<file path="config.mk">
export PLATFORM = sky130hd
export DESIGN_NAME = selective_ack_window_receiver_top
export DESIGN_NICKNAME = d
export VERILOG_FILES = /design/src/rtl/core/sawr_pkg.sv /design/src/rtl/core/sawr_front.sv /design/src/rtl/core/sawr_fifo.sv /design/src/rtl/core/sawr_back.sv /design/src/rtl/core/selective_ack_window_receiver_top.sv
export SDC_FILE = /design/constraint.sdc
export NUM_CORES = 1
export LEC_CHECK = 0
export BUFFER_PORTS_ARGS = -buffer_cell sky130_fd_sc_hd__clkbuf_2
export CORE_ASPECT_RATIO = 0.7
export CORE_MARGIN = 2
export CORE_UTILIZATION = 40
export DETAILED_ROUTE_END_ITERATION = 7
export GPL_TIMING_DRIVEN = 0
export HOLD_SLACK_MARGIN = 0.08
export PLACE_DENSITY_LB_ADDON = 0.08
export SLEW_MARGIN = 20
export SYNTH_ARGS = -nofsm -noshare
export SYNTH_HDL_FRONTEND = slang
export SYNTH_HIERARCHICAL = 1
export SYNTH_SLANG_ARGS = --single-unit
</file>
<file path="constraint.sdc">
create_clock -name clk -period 8.85 [get_ports clk]
set_input_delay 1.77 -clock clk [delete_from_list [all_inputs] [get_ports clk]]
set_output_delay 1.77 -clock clk [all_outputs]
set_load 0.03 [all_outputs]
</file>
<file path="src/rtl/core/sawr_pkg.sv">
// ----------------------------------------------------------------------------
// sawr_pkg
// types and constants shared by the selective ack window receiver
// ----------------------------------------------------------------------------
package sawr_pkg;

  localparam logic [7:0]  SEQ_START   = 8'hFF;
  localparam logic [7:0]  SEQ_END     = 8'hFE;
  localparam logic [7:0]  SEQ_CSUM    = 8'hFD;
  localparam logic [7:0]  BASE_RESET  = 8'hEF;
  localparam logic [7:0]  BASE_LIMIT  = 8'hF0;
  localparam logic [13:0] BUF_MAX     = 14'h3FFF;

  localparam int FIFO_DEPTH = 4;
  localparam int FIFO_PTR_W = 2;
  localparam int FIFO_CNT_W = 3;

  localparam int IN_DATA_W  = 120;
  localparam int OUT_DATA_W = 40;

  typedef enum logic [2:0] {
    KIND_IGNORE,
    KIND_TIMEOUT,
    KIND_START,
    KIND_END,
    KIND_CSUM,
    KIND_DATA
  } kind_t;

  typedef struct packed {
    kind_t       kind;
    logic [7:0]  seq;
    logic [7:0]  seq_quot;
    logic [10:0] payload_len;
    logic [31:0] announced_size;
  } entry_t;

  typedef struct packed {
    logic        accepted;
    logic        send_ack;
    logic [7:0]  ack_seq;
    logic [7:0]  ack_bits;
    logic        store_chunk;
    logic [2:0]  store_slot;
    logic        flush;
    logic [13:0] flush_bytes;
    logic        checksum_request;
    logic        protocol_error;
  } result_t;

endpackage

</file>
<file path="src/rtl/core/sawr_front.sv">
// ----------------------------------------------------------------------------
// sawr_front
// holds the station address, filters and classifies incoming headers
// ----------------------------------------------------------------------------
module sawr_front #(
  parameter int WINDOW = 8
) (
  input  logic                               clk,
  input  logic                               rst,
  input  logic                               cfg_valid,
  input  logic [47:0]                        cfg_data,
  input  logic                               func,
  input  logic [47:0]                        dest_mac,
  input  logic [15:0]                        ether_type,
  input  logic [7:0]                         seq,
  input  logic [10:0]                        payload_len,
  input  logic [31:0]                        announced_size,
  output sawr_pkg::entry_t                   entry
);
  import sawr_pkg::*;

  // reciprocal for seq / WINDOW, exact for all 8-bit seq values
  localparam logic [16:0] RECIP = 17'((65536 + WINDOW - 1) / WINDOW);

  logic [47:0] own_mac;
  logic [24:0] quot_prod;

  always_ff @(posedge clk) begin
    if (rst) begin
      own_mac <= '0;
    end else if (cfg_valid) begin
      own_mac <= cfg_data;
    end
  end

  assign quot_prod = 25'(seq) * 25'(RECIP);

  always_comb begin
    entry.seq            = seq;
    entry.seq_quot       = quot_prod[23:16];
    entry.payload_len    = payload_len;
    entry.announced_size = announced_size;
    if (func) begin
      entry.kind = KIND_TIMEOUT;
    end else if (ether_type != 16'd0 || dest_mac != own_mac) begin
      entry.kind = KIND_IGNORE;
    end else if (seq == SEQ_START) begin
      entry.kind = KIND_START;
    end else if (seq == SEQ_END) begin
      entry.kind = KIND_END;
    end else if (seq == SEQ_CSUM) begin
      entry.kind = KIND_CSUM;
    end else begin
      entry.kind = KIND_DATA;
    end
  end

endmodule

</file>
<file path="src/rtl/core/sawr_fifo.sv">
// ----------------------------------------------------------------------------
// sawr_fifo
// short queue of classified headers between front and back
// ----------------------------------------------------------------------------
module sawr_fifo (
  input  logic              clk,
  input  logic              rst,
  input  logic              push,
  input  sawr_pkg::entry_t  push_data,
  output logic              full,
  input  logic              pop,
  output logic              head_valid,
  output sawr_pkg::entry_t  head_data
);
  import sawr_pkg::*;

  entry_t                slots [FIFO_DEPTH];
  logic [FIFO_PTR_W-1:0] wr_ptr;
  logic [FIFO_PTR_W-1:0] rd_ptr;
  logic [FIFO_CNT_W-1:0] count;
  logic                  do_push;
  logic                  do_pop;

  assign full       = (count == FIFO_CNT_W'(FIFO_DEPTH));
  assign head_valid = (count != '0);
  assign head_data  = slots[rd_ptr];
  assign do_push    = push && !full;
  assign do_pop     = pop && head_valid;

  always_ff @(posedge clk) begin
    if (do_push) begin
      slots[wr_ptr] <= push_data;
    end
  end

  always_ff @(posedge clk) begin
    if (rst) begin
      wr_ptr <= '0;
      rd_ptr <= '0;
      count  <= '0;
    end else begin
      if (do_push) begin
        wr_ptr <= wr_ptr + FIFO_PTR_W'(1);
      end
      if (do_pop) begin
        rd_ptr <= rd_ptr + FIFO_PTR_W'(1);
      end
      case ({do_push, do_pop})
        2'b10:   count <= count + FIFO_CNT_W'(1);
        2'b01:   count <= count - FIFO_CNT_W'(1);
        default: count <= count;
      endcase
    end
  end

endmodule

</file>
<file path="src/rtl/core/sawr_back.sv">
// ----------------------------------------------------------------------------
// sawr_back
// window state update and registered result
// ----------------------------------------------------------------------------
module sawr_back #(
  parameter int WINDOW      = 8,
  parameter int CHUNK_BYTES = 1024
) (
  input  logic              clk,
  input  logic              rst,
  input  logic              in_valid,
  input  sawr_pkg::entry_t  in_entry,
  output logic              in_ready,
  output logic              out_valid,
  input  logic              out_ready,
  output sawr_pkg::result_t out_result
);
  import sawr_pkg::*;

  localparam int          SLOT_W    = $clog2(WINDOW);
  localparam logic [31:0] WIN_BYTES = 32'(WINDOW * CHUNK_BYTES);
  localparam logic [7:0]  BASE_WRAP = 8'(240 - WINDOW);
  localparam logic [WINDOW-1:0] FULL_MASK = {WINDOW{1'b1}};

  logic [7:0]        window_base,    window_base_next;
  logic [WINDOW-1:0] slot_bitmap,    slot_bitmap_next;
  logic              window_full,    window_full_next;
  logic [13:0]       bytes_buffered, bytes_buffered_next;
  logic [31:0]       total_written,  total_written_next;
  logic [31:0]       expected_size,  expected_size_next;
  logic              first_packet,   first_packet_next;
  result_t           res;

  logic                 take;
  logic [15:0]          quot_mul;
  logic [15:0]          rem;
  logic [SLOT_W-1:0]    slot;
  logic [WINDOW-1:0]    slot_bit;
  logic signed [9:0]    seq_dist;
  logic                 beyond;
  logic [8:0]           base_sum;
  logic [14:0]          buf_sum;
  logic [31:0]          slot_span;
  logic [32:0]          reach;
  logic [WINDOW+7:0]    bm_ext;
  logic [SLOT_W+2:0]    slot_ext;

  assign in_ready = !out_valid || out_ready;
  assign take     = in_valid && in_ready;

  assign quot_mul = 16'(in_entry.seq_quot) * 16'(WINDOW);
  assign rem      = 16'(in_entry.seq) - quot_mul;
  assign slot     = rem[SLOT_W-1:0];
  assign slot_bit = WINDOW'(1) << slot;
  assign slot_ext = {3'd0, slot};

  always_comb begin
    seq_dist = $signed({2'b00, in_entry.seq}) - $signed({2'b00, window_base});
    if (seq_dist < 0) begin
      seq_dist = $signed(10'd239) - $signed({2'b00, window_base})
                 + $signed({2'b00, in_entry.seq});
    end
  end

  assign beyond = (seq_dist >= $signed(10'(WINDOW)));

  always_comb begin
    window_base_next    = window_base;
    slot_bitmap_next    = slot_bitmap;
    window_full_next    = window_full;
    bytes_buffered_next = bytes_buffered;
    total_written_next  = total_written;
    expected_size_next  = expected_size;
    first_packet_next   = first_packet;
    res                 = '0;
    base_sum            = '0;
    buf_sum             = '0;
    slot_span           = '0;
    reach               = '0;
    bm_ext              = '0;
    case (in_entry.kind)
      KIND_TIMEOUT: begin
        if (!first_packet) begin
          bm_ext       = {8'd0, slot_bitmap};
          res.send_ack = 1'b1;
          res.ack_seq  = window_base;
          res.ack_bits = bm_ext[7:0];
        end
      end
      KIND_START: begin
        res.accepted        = 1'b1;
        res.send_ack        = 1'b1;
        res.ack_seq         = SEQ_START;
        expected_size_next  = in_entry.announced_size;
        window_base_next    = '0;
        slot_bitmap_next    = '0;
        bytes_buffered_next = '0;
        total_written_next  = '0;
      end
      KIND_END: begin
        res.accepted = 1'b1;
        res.send_ack = 1'b1;
        res.ack_seq  = SEQ_END;
        if (slot_bitmap != '0) begin
          res.flush          = 1'b1;
          res.flush_bytes    = bytes_buffered;
          total_written_next = total_written + 32'(bytes_buffered);
        end
        slot_bitmap_next = '0;
        window_base_next = SEQ_END;
      end
      KIND_CSUM: begin
        res.accepted         = 1'b1;
        res.checksum_request = 1'b1;
        res.send_ack         = 1'b1;
        res.ack_seq          = SEQ_CSUM;
        window_base_next     = SEQ_CSUM;
        first_packet_next    = 1'b0;
      end
      KIND_DATA: begin
        res.accepted = 1'b1;
        if (beyond && !window_full) begin
          res.protocol_error = 1'b1;
        end else begin
          if (beyond) begin
            // window advance
            res.flush           = 1'b1;
            res.flush_bytes     = bytes_buffered;
            total_written_next  = total_written + WIN_BYTES;
            bytes_buffered_next = '0;
            slot_bitmap_next    = '0;
            window_full_next    = 1'b0;
            base_sum            = {1'b0, window_base} + 9'(WINDOW);
            window_base_next    = base_sum[7:0];
            if (window_base_next >= BASE_WRAP) begin
              window_base_next = window_base_next - BASE_WRAP;
            end
          end
          if ((slot_bitmap_next & slot_bit) == '0) begin
            slot_bitmap_next = slot_bitmap_next | slot_bit;
            res.store_chunk  = 1'b1;
            res.store_slot   = slot_ext[2:0];
            buf_sum          = {1'b0, bytes_buffered_next} + 15'(in_entry.payload_len);
            bytes_buffered_next = buf_sum[14] ? BUF_MAX : buf_sum[13:0];
          end
          slot_span = (32'(slot) + 32'd1) * 32'(CHUNK_BYTES);
          reach     = {1'b0, total_written_next} + {1'b0, slot_span};
          if (slot_bitmap_next == FULL_MASK) begin
            window_full_next = 1'b1;
            res.send_ack     = 1'b1;
          end else if (slot == SLOT_W'(WINDOW - 1) && !first_packet) begin
            res.send_ack = 1'b1;
          end else if (reach >= {1'b0, expected_size}) begin
            res.send_ack = 1'b1;
          end
          if (res.send_ack) begin
            bm_ext       = {8'd0, slot_bitmap_next};
            res.ack_seq  = window_base_next;
            res.ack_bits = bm_ext[7:0];
          end
          first_packet_next = 1'b0;
        end
      end
      default: begin
        res = '0;
      end
    endcase
  end

  always_ff @(posedge clk) begin
    if (rst) begin
      window_base    <= BASE_RESET;
      slot_bitmap    <= '0;
      window_full    <= 1'b0;
      bytes_buffered <= '0;
      total_written  <= '0;
      expected_size  <= '0;
      first_packet   <= 1'b1;
      out_valid      <= 1'b0;
    end else begin
      if (take) begin
        window_base    <= window_base_next;
        slot_bitmap    <= slot_bitmap_next;
        window_full    <= window_full_next;
        bytes_buffered <= bytes_buffered_next;
        total_written  <= total_written_next;
        expected_size  <= expected_size_next;
        first_packet   <= first_packet_next;
        out_valid      <= 1'b1;
      end else if (out_ready) begin
        out_valid <= 1'b0;
      end
    end
  end

  always_ff @(posedge clk) begin
    if (take) begin
      out_result <= res;
    end
  end

endmodule

</file>
<file path="src/rtl/core/selective_ack_window_receiver_top.sv">
// ----------------------------------------------------------------------------
// selective_ack_window_receiver_top
// selective repeat receiver window and acknowledgement control
// ----------------------------------------------------------------------------
// One frame header or receive timeout is taken per cycle while the queue is
// not full, and each gives exactly one result; the header is written into the
// queue and then taken by the back stage into the output register, from which
// the result is valid on the master side. While the output is not stalled, the
// sustained rate of one per cycle is set by the window state update in the back
// stage; a four-entry queue after the header classifier lets input and output
// stall independently. The station address is written through the cfg channel,
// which is always ready. No clearing pass is needed after reset.
module selective_ack_window_receiver_top #(
  parameter int WINDOW      = 8,
  parameter int CHUNK_BYTES = 1024
) (
  input  logic                              clk,
  input  logic                              rst,
  input  logic                              cfg_valid,
  output logic                              cfg_ready,
  input  logic [47:0]                       cfg_data,   // own_mac
  input  logic                              s_tvalid,
  output logic                              s_tready,
  // dest_mac, ether_type, seq, payload_len, announced_size, zero pad
  input  logic [sawr_pkg::IN_DATA_W-1:0]    s_tdata,
  input  logic                              s_tuser,    // func
  output logic                              m_tvalid,
  input  logic                              m_tready,
  // accepted, send_ack, ack_seq, ack_bits, store_chunk, store_slot, flush,
  // flush_bytes, checksum_request, protocol_error, zero pad
  output logic [sawr_pkg::OUT_DATA_W-1:0]   m_tdata
);
  import sawr_pkg::*;

  entry_t  front_entry;
  entry_t  head_entry;
  logic    fifo_full;
  logic    head_valid;
  logic    back_ready;
  result_t result;

  assign cfg_ready = 1'b1;
  assign s_tready  = !fifo_full;

  sawr_front #(
    .WINDOW (WINDOW)
  ) u_front (
    .clk            (clk),
    .rst            (rst),
    .cfg_valid      (cfg_valid),
    .cfg_data       (cfg_data),
    .func           (s_tuser),
    .dest_mac       (s_tdata[47:0]),
    .ether_type     (s_tdata[63:48]),
    .seq            (s_tdata[71:64]),
    .payload_len    (s_tdata[82:72]),
    .announced_size (s_tdata[114:83]),
    .entry          (front_entry)
  );

  sawr_fifo u_fifo (
    .clk        (clk),
    .rst        (rst),
    .push       (s_tvalid),
    .push_data  (front_entry),
    .full       (fifo_full),
    .pop        (back_ready),
    .head_valid (head_valid),
    .head_data  (head_entry)
  );

  sawr_back #(
    .WINDOW      (WINDOW),
    .CHUNK_BYTES (CHUNK_BYTES)
  ) u_back (
    .clk        (clk),
    .rst        (rst),
    .in_valid   (head_valid),
    .in_entry   (head_entry),
    .in_ready   (back_ready),
    .out_valid  (m_tvalid),
    .out_ready  (m_tready),
    .out_result (result)
  );

  assign m_tdata = {1'b0, result.protocol_error, result.checksum_request,
                    result.flush_bytes, result.flush, result.store_slot,
                    result.store_chunk, result.ack_bits, result.ack_seq,
                    result.send_ack, result.accepted};

endmodule

</file>
==> results of run 1 <==
## metrics by stage
stage / utilization / instances / instance area [um2] / hold slack, ns
detailed placement: 0.439 / 2715 / 22800 / 0.448
global placement: 0.436 / 2709 / 22700 / 0.445
global route: 0.468 / 2797 / 24300 / 0.482
floorplan: - / 1861 / 21000 / 0.436
finish: 0.468 / 2797 / 24300 / 0.455
CTS: 0.467 / 2794 / 24300 / 0.456
## layer usage
| layer | global-route usage | routed length, um |
|---|---|---|
| met3 | 0.0388 | 3640 |
| met4 | 0.0581 | 1390 |
| met1 | 0.331 | 28700 |
| met5 | 0 | 0 |
| met2 | 0.303 | 24400 |
## power by group through the flow
stage	clock network [mW]	registers [mW]	logic, mW
6_report	1.84	2.42	2.51
3_3_place_gp	0	2.47	2.40
3_5_place_dp	0	2.46	2.45
5_1_grt	1.97	2.45	2.73
4_1_cts	1.90	2.43	2.47
2_1_floorplan	0	2.63	1.52
## worst max path at each step
stage | endpoint | slack [ns] | depth (start not counted)
after floorplan | u_back/out_result[25]$_DFFE_PP_ | 1.63 | 38
after global placement | u_back/out_result[28]$_DFFE_PP_ | -1.36 | 34
after detailed placement | u_back/out_result[28]$_DFFE_PP_ | -1.29 | 34
after CTS | u_back/out_result[28]$_DFFE_PP_ | 0.02 | 33
after global routing | u_back/out_result[27]$_DFFE_PP_ | 0.04 | 38
final | u_back/out_result[27]$_DFFE_PP_ | 0.36 | 36
## flip-flops by register name, summed over array words and instances (netlist names), named ones only
| signal | count |
|---|---|
| u_fifo/wr_ptr | 2 |
| u_back/slot_bitmap | 8 |
| u_back/total_written | 32 |
| u_back/first_packet | 1 |
| u_back/out_result | 39 |
| u_fifo/slots | 216 |
| u_fifo/rd_ptr | 2 |
| u_back/expected_size | 32 |
| u_back/out_valid | 1 |
| u_back/bytes_buffered | 14 |
| u_back/window_base | 8 |
| u_fifo/count | 3 |
| u_back/window_full | 1 |
| u_front/own_mac | 48 |
## what timing repair did
item                       4_1_cts  5_1_grt
pin swaps                        1        3
resized for setup                6        7
setup endpoints to repair       31       29
setup buffers                    1        3
## area by class of cell
| class | count | area, um2 | area share |
|---|---|---|---|
| flip-flops and latches | 409 | 10700 | 0.442 |
| multi-input cells | 1229 | 9130 | 0.375 |
| clock buffers | 60 | 1210 | 0.0498 |
| repair buffers | 174 | 988 | 0.0406 |
| plain buffers | 138 | 870 | 0.0357 |
| well taps | 684 | 856 | 0.0352 |
| inverters | 84 | 319 | 0.0131 |
| clock inverters | 19 | 214 | 0.00880 |
## worst max-delay path, delay by kind of cell (launching register included)
family | cells | cell delay [ns]
AOI/OAI and AO/OA | 16 | 3.04
buffers and inverters | 7 | 1.75
adders and majority gates | 4 | 1.34
and+or+nand+nor | 6 | 0.83
DFF | 1 | 0.56
muxes | 1 | 0.39
xor gates and xnor gates | 2 | 0.29
## cells in the final DEF (no fill, tap or decap), types with 9 or more instances in the layout
master / n
nand3_1: 51
dfxtp_1: 153
clkbuf_1: 68
a21o_1: 18
edfxtp_1: 255
clkbuf_16: 44
and2_1: 30
nand2_1: 150
buf_4: 59
nor4_1: 18
ha_1: 94
inv_1: 82
nand4_1: 20
a22oi_1: 17
nand2b_1: 12
nor2b_1: 11
xnor2_1: 63
nor2_1: 164
and3_1: 12
mux4_2: 52
a21oi_1: 120
nor3_1: 31
o21a_1: 16
o32ai_1: 9
o211ai_1: 11
mux2i_1: 53
o221ai_1: 10
o21ai_0: 64
buf_2: 14
xor2_1: 54
clkbuf_2: 164
==> summary.txt, run 1 <==
Vias in the first global route - 14.6k
Fmax - 0.118 GHz
Largest vdd supply drop - 0.000130 V
Die width - 278 um
CTS root buf - clkbuf_16
DRC violations left - 0
Worst relative slew slack - 0.390
Setup TNS - 0 ns
Fillers - 4,938
Final Max Tran Viols - 0
Synth warn - 6
Slew at the pin with the worst max-slew slack - 0.915 ns
Final wirelength - 58,100 um
First-pass GRT wire length - 88,800 um
TritonRoute pass-1 iters - 5
Worst Clk Skew - 0.0150 ns
Syn nets - 2,135
Clock latency on the worst-skew pair - 0.58 ns
CP Data Arrival Time - 8.82 ns
Synthesis-to-layout area growth - 15.9%
Die area - 54,400 um2
Cell area after synthesis - 21,000 um2
Core ar. - 52,000 um2
Max-cap violations - 0
Synth Area per Inst - 11.3 um2
Hold EP - u_back/expected_size[12]$_SDFFE_PP0P_
Logic pwr share - 0.371
Largest net degree at the start of global routing - 42
Switching pwr - 2.48 mW
Setup crit end kind - flop
Global route overflow - 0
CTS Buf Count - 43
CTS Sinks - 409
Setup slack after layout - 0.358 ns
Worst-path maximum fanout - 10
Min-delay src - u_back/expected_size[12]$_SDFFE_PP0P_
Power Dens Cells - 278 nW/um2
Switching share of power - 0.366
Worst setup SP type - flop
Clock-pin slew on the worst setup and hold paths - 0.06 ns
All-Layer GR Usage - 0.213
I/O pins - 217
N_diodes - 0
Most used cell along the critical path - a21o_1
Chip height - 196 um
Clock Power Share - 0.271
Routed vias/inst - 5.42
Starting density of the core - 0.403
Fin nets - 2,353
Worst r2r path cells - 36
Antenna viol nets, final - 0
Reg-to-reg setup timing slack - 0.36 ns
Pre-CTS WS - -1.29 ns
DRT iter0 DRCs - 1,089
Total Power - 6.77 mW
H-Tree Depth - 2
FP Rows - 70
I/O Buffers - 164
Cells after Synth - 1,861
Final setup viols - 0
Status - complete, no violations
Clock tree buffer depth - 3
Critical path's slowest cell - dfxtp_2
CTS tree - yes
Worst path max stage delay - 0.56 ns
RSZ-0062 raised after global routing - no
Share of cells above drive strength 1 - 0.192
Seq pwr share - 0.358
Final Hold Viols - 0
Post-DP HPWL - 43,200 um
Routed WL per cell - 20.8 um
Final Wtd Congestion - 0.909
Initial antenna violation count - 1
P_int - 4.30 mW
CP required - 9.18 ns
Period minus WS final - 8.49 ns
Post-cts hold buffer count - 0
Crit Path Class - reg -> reg
Hold Crit Class - reg -> reg
WHS Path Cells - 2
Final Cycle Share - 0.960
R2R Path End - u_back/out_result[27]$_DFFE_PP_
Via Count - 15.2k
LEAKAGE - 9.18 nW
Note: power is estimated with default switching activity, not from simulation.
==> run 2: changes to the inputs <==
ABC_AREA = 1   (was unset)
==> run 2 against run 1 <==
  * Total power grew 36%
  * Routed wire length grew 11%
  * Synthesized cell count grew 37%
  * Register-to-register slack improved by 0.72 ns
  * Core utilization about the same
  * Largest power group unchanged
==> summary.txt, run 2 <==
TritonRoute pass-1 iters - 6 (+1)
Routed WL per cell - 18.2 um (-12%)
Slew at the pin with the worst max-slew slack - 1.06 ns (+0.146 ns)
Power Dens Cells - 356 nW/um2 (+28%)
Worst path max stage delay - 0.81 ns (+0.25 ns)
Final Cycle Share - 0.878 (-0.0818)
Max-cap violations - 0 (unchanged)
CP required - 9.37 ns (+0.19 ns)
Clock-pin slew on the worst setup and hold paths - 0.06 ns (about the same)
Top reg by flops - u_fifo/slots
Post-DP HPWL - 48,800 um (+13%)
Via Count - 18.0k (+19%)
Vias in the first global route - 17.1k (+17%)
Post-Place Cells - 3,465 (+28%)
CTS Sinks - 409 (unchanged)
Cell area after synthesis - 22,400 um2 (+6.7%)
I/O pins - 217 (unchanged)
Final setup viols - 0 (unchanged)
Synth Area per Inst - 8.79 um2 (-22%)
Period minus WS final - 7.77 ns (-0.724 ns)
Die width - 287 um (+3.3%)
Total Power - 9.21 mW (+36%)
Most used cell along the critical path - nand2_1
Non-Filler Instances - 3,549 (+27%)
Chip height - 202 um (+3.3%)
Worst-path maximum fanout - 10 (unchanged)
Status - complete, no violations
Initial antenna violation count - 1 (unchanged)
Cells after Synth - 2,549 (+37%)
Setup TNS - 0 ns (unchanged)
CTS root buf - clkbuf_16
Critical path's slowest cell - o22ai_1
Clock latency on the worst-skew pair - 0.60 ns (+0.02 ns)
Largest vdd supply drop - 0.000230 V (+77%)
Largest regs - u_fifo/slots (216), u_front/own_mac (48), u_back/out_result (39)
Global route overflow - 0 (unchanged)
All-Layer GR Usage - 0.221 (+0.00750)
DRC violations left - 0 (unchanged)
Most common cell after layout, fill and taps aside - nand2_1
RSZ-0062 raised after global routing - no
Fin nets - 3,046 (+29%)
Post-CTS sizing - 0 (-6)
Syn nets - 2,823 (+32%)
Die area - 58,000 um2 (+6.6%)
LEAKAGE - 10.5 nW (+14%)
Core ar. - 55,300 um2 (+6.3%)
Antenna viol nets, final - 0 (unchanged)
Post-cts hold buffer count - 0 (unchanged)
CTS tree - yes
Fmax - 0.129 GHz (+9.3%)
First-pass GRT wire length - 98,900 um (+11%)
Worst relative slew slack - 0.293 (-0.0974)
DRT iter0 DRCs - 1,424 (+31%)
Max reg flops - 216 (unchanged)
Hold Crit Class - reg -> reg
Most frequent cells in the layout - nand2_1, inv_1, nor2_1
Synth warn - 6 (unchanged)
CTS Buf Count - 45 (+4.7%)
Final wirelength - 64,700 um (+11%)
Post-CTS Setup Bufs - 0 (-1)
CP Data Arrival Time - 8.28 ns (-0.54 ns)
Clock tree buffer depth - 3 (unchanged)
Synthesis-to-layout area growth - 15.5%
Worst setup SP type - flop
Worst Clk Skew - 0.0243 ns (+0.00937 ns)
Crit Path Class - reg -> reg
FP Rows - 72 (+2.9%)
I/O Buffers - 165 (+0.61%)
Starting density of the core - 0.405 (+0.00162)
Final Max Tran Viols - 0 (unchanged)
H-Tree Depth - 2 (unchanged)
Routed vias/inst - 5.08 (-6.3%)
Setup crit end kind - flop
Final Wtd Congestion - 0.898 (-1.2%)
Share of cells above drive strength 1 - 0.188 (-0.00364)
Largest net degree at the start of global routing - 28 (-33%)
Final Hold Viols - 0 (unchanged)
## run 2: final cells by class
class	count	area (um2)
Clock inverter	25	244
Tap cell	740	926
Antenna cell	1	2.50
Sequential cell	409	10700
Clock buffer	58	1190
Fill cell	5434	29400
Inverter	296	1120
Multi-Input combinational cell	1688	9550
Buffer	156	1040
Timing Repair Buffer	176	1070
## run 2: power breakdown
group | internal (mW) | switching, mW | total, mW
clock network | 1.05 | 0.812 | 1.86
logic | 1.53 | 3.29 | 4.82
registers | 2.38 | 0.149 | 2.53
## run 2: metal layers
metal	track usage	vias to the layer above	share of wire
li1	-	8967	-
met1	0.336	8438	0.50
met2	0.321	536	0.42
met3	0.0448	78	0.073
met4	0.0474	0	0.015
met5	0	-	0
## run 2: worst paths after layout
| kind | endpoint | from | cells after the start | slack (ns) |
|---|---|---|---|---|
| hold / removal | u_back/expected_size[21]$_SDFFE_PP0P_ | u_back/expected_size[21]$_SDFFE_PP0P_ | 2 | 0.47 |
| setup / recovery | u_back/bytes_buffered[5]$_SDFFE_PP0P_ | flop | 39 | 1.08 |
| setup reg to reg | u_back/bytes_buffered[5]$_SDFFE_PP0P_ | flop | 39 | 1.08 |
| hold reg to reg | u_back/expected_size[21]$_SDFFE_PP0P_ | u_back/expected_size[21]$_SDFFE_PP0P_ | 2 | 0.47 |
## run 2: stage by stage
| step | setup WS [ns] | utilization | hold slack [ns] | cell area [um2] |
|---|---|---|---|---|
| after floorplan | 3.36 | - | 0.433 | 22400 |
| after global placement | 1.18 | 0.437 | 0.459 | 24200 |
| after detailed placement | 1.19 | 0.442 | 0.460 | 24400 |
| after CTS | 1.15 | 0.468 | 0.471 | 25900 |
| after global routing | 0.435 | 0.468 | 0.494 | 25900 |
| final | 1.08 | 0.468 | 0.468 | 25900 |
## run 2: critical path, delay by kind of cell (launching register included)
family	cells	cell delay [ns]
AND/OR/NAND/NOR	16	1.64
adder cells (fa/ha/maj)	3	1.09
buffers and inverters	11	2.16
flip-flops	1	0.31
AO/OA/AOI/OAI	9	2.45
==> run 3: changes to the inputs <==
CORE_UTILIZATION = 58   (was 40)
==> run 3 against run 2 <==
  * Global-route usage rose by 7.7 points
  * Critical endpoint is now u_back/bytes_buffered[3]$_SDFFE_PP0P_
  * Total power fell by 2.8%
  * Worst setup slack improved by 0.0088 ns
  * Core utilization rose by 19 points
==> summary.txt, run 3 (same netlist as run 2, synthesis figures left out) <==
Antenna viol nets, final - 0 (unchanged)
Starting density of the core - 0.585 (+0.180)
CTS tree - yes
Critical path's slowest cell - o22ai_1
Post-Place Cells - 3,219 (-7.1%)
H-Tree Depth - 2 (unchanged)
Final Cycle Share - 0.877 (-0.000990)
Share of cells above drive strength 1 - 0.184 (-0.00404)
Post-DP HPWL - 44,800 um (-8.2%)
Power Dens Cells - 353 nW/um2 (-0.87%)
Final Max Tran Viols - 0 (unchanged)
Max reg flops - 216 (unchanged)
Total Power - 8.95 mW (-2.8%)
Fmax - 0.129 GHz (+0.11%)
CP Data Arrival Time - 8.25 ns (-0.03 ns)
Period minus WS final - 7.76 ns (-0.00876 ns)
Final setup viols - 0 (unchanged)
Post-CTS sizing - 0 (unchanged)
Core ar. - 38,300 um2 (-31%)
CTS Sinks - 409 (unchanged)
Clock latency on the worst-skew pair - 0.57 ns (-0.03 ns)
Worst setup SP type - flop
Worst path max stage delay - 0.78 ns (-0.03 ns)
Largest regs - u_fifo/slots (216), u_front/own_mac (48), u_back/out_result (39)
Status - complete, no violations
Largest net degree at the start of global routing - 33 (+18%)
Die width - 239 um (-17%)
Routed vias/inst - 5.58 (+9.9%)
Vias in the first global route - 17.3k (+0.89%)
All-Layer GR Usage - 0.297 (+0.0765)
Slew at the pin with the worst max-slew slack - 1.02 ns (-0.0386 ns)
Via Count - 18.4k (+2.0%)
Non-Filler Instances - 3,295 (-7.2%)
Most frequent cells in the layout - nand2_1, inv_1, nor2_1
Crit Path Class - reg -> reg
Top reg by flops - u_fifo/slots
Routed WL per cell - 18.3 um (+0.65%)
TritonRoute pass-1 iters - 6 (unchanged)
Global route overflow - 0 (unchanged)
Worst Clk Skew - 0.0288 ns (+0.00446 ns)
FP Rows - 60 (-17%)
Largest vdd supply drop - 0.000201 V (-13%)
Hold Crit Class - reg -> reg
CTS Buf Count - 41 (-8.9%)
CP required - 9.34 ns (-0.03 ns)
Max-cap violations - 0 (unchanged)
Initial antenna violation count - 0 (-1)
DRT iter0 DRCs - 2,076 (+46%)
Post-CTS Setup Bufs - 0 (unchanged)
Final wirelength - 60,400 um (-6.6%)
Final Hold Viols - 0 (unchanged)
Setup TNS - 0 ns (unchanged)
Fillers - 3,096 (-43%)
Die area - 40,200 um2 (-31%)
Most used cell along the critical path - nand2_1
RSZ-0062 raised after global routing - no
N_diodes - 0 (-1)
Final Wtd Congestion - 0.954 (+6.2%)
I/O pins - 217 (unchanged)
I/O Buffers - 165 (unchanged)
Worst relative slew slack - 0.316 (+0.0232)
Synthesis-to-layout area growth - 13.2%
Clock-pin slew on the worst setup and hold paths - 0.06 ns (about the same)
Fin nets - 3,040 (-0.20%)
LEAKAGE - 10.4 nW (-0.81%)
Most common cell after layout, fill and taps aside - nand2_1
Post-cts hold buffer count - 0 (unchanged)
CTS root buf - clkbuf_16
Clock tree buffer depth - 3 (unchanged)
Chip height - 168 um (-17%)
First-pass GRT wire length - 93,500 um (-5.4%)
Worst-path maximum fanout - 10 (unchanged)
Setup crit end kind - flop
DRC violations left - 0 (unchanged)
run 3: worst max-delay path: cells and delay by family (launching register included):
kind / cells / cell delay [ns]
buf+inv: 10 / 2.08
fa+ha+maj: 3 / 1.11
compound gates: 9 / 2.51
flops: 1 / 0.33
simple gates: 16 / 1.65
run 3: metrics by stage:
step / util / hold slack (ns) / worst slack [ns] / instance area (um2)
floorplan: - / 0.433 / 3.36 / 22400
global placement: 0.623 / 0.456 / 1.47 / 23900
detailed placement: 0.629 / 0.455 / 1.36 / 24100
CTS: 0.663 / 0.466 / 1.32 / 25400
global route: 0.663 / 0.494 / 0.555 / 25400
finish: 0.663 / 0.464 / 1.09 / 25400
run 3: cell type report:
class	instances	area, um2	share of cell area
flip-flops and latches	409	10700	0.423
inverters	296	1120	0.0441
plain buffers	156	1040	0.0409
clock inverters	16	123	0.00483
repair buffers	174	1030	0.0405
well taps	496	621	0.0245
multi-input cells	1688	9550	0.376
clock buffers	60	1160	0.0457
run 3: worst paths after layout:
| kind | startpoint | endpoint | slack (ns) | cells past startpoint |
|---|---|---|---|---|
| worst min-delay path | u_back/expected_size[22]$_SDFFE_PP0P_ | u_back/expected_size[22]$_SDFFE_PP0P_ | 0.46 | 2 |
| worst max-delay path | flop | u_back/bytes_buffered[3]$_SDFFE_PP0P_ | 1.09 | 38 |
| worst max register to register | flop | u_back/bytes_buffered[3]$_SDFFE_PP0P_ | 1.09 | 38 |
| worst min register to register | u_back/expected_size[22]$_SDFFE_PP0P_ | u_back/expected_size[22]$_SDFFE_PP0P_ | 0.46 | 2 |
run 3: report_power, final:
| group | switching, mW | internal (mW) | total, mW | leakage, nW |
|---|---|---|---|---|
| clock network | 0.738 | 0.943 | 1.68 | 0.628 |
| logic | 3.20 | 1.53 | 4.73 | 6.13 |
| registers | 0.155 | 2.38 | 2.54 | 3.64 |
| total | 4.10 | 4.85 | 8.95 | 10.4 |
run 3: per-layer routing:
metal / GRT usage / routed length, um / vias to the layer above
li1: - / - / 8950
met1: 0.453 / 28200 / 8598
met2: 0.442 / 25800 / 732
met3: 0.0498 / 5240 / 98
met4: 0.0715 / 1240 / 0
met5: 0 / 0 / -
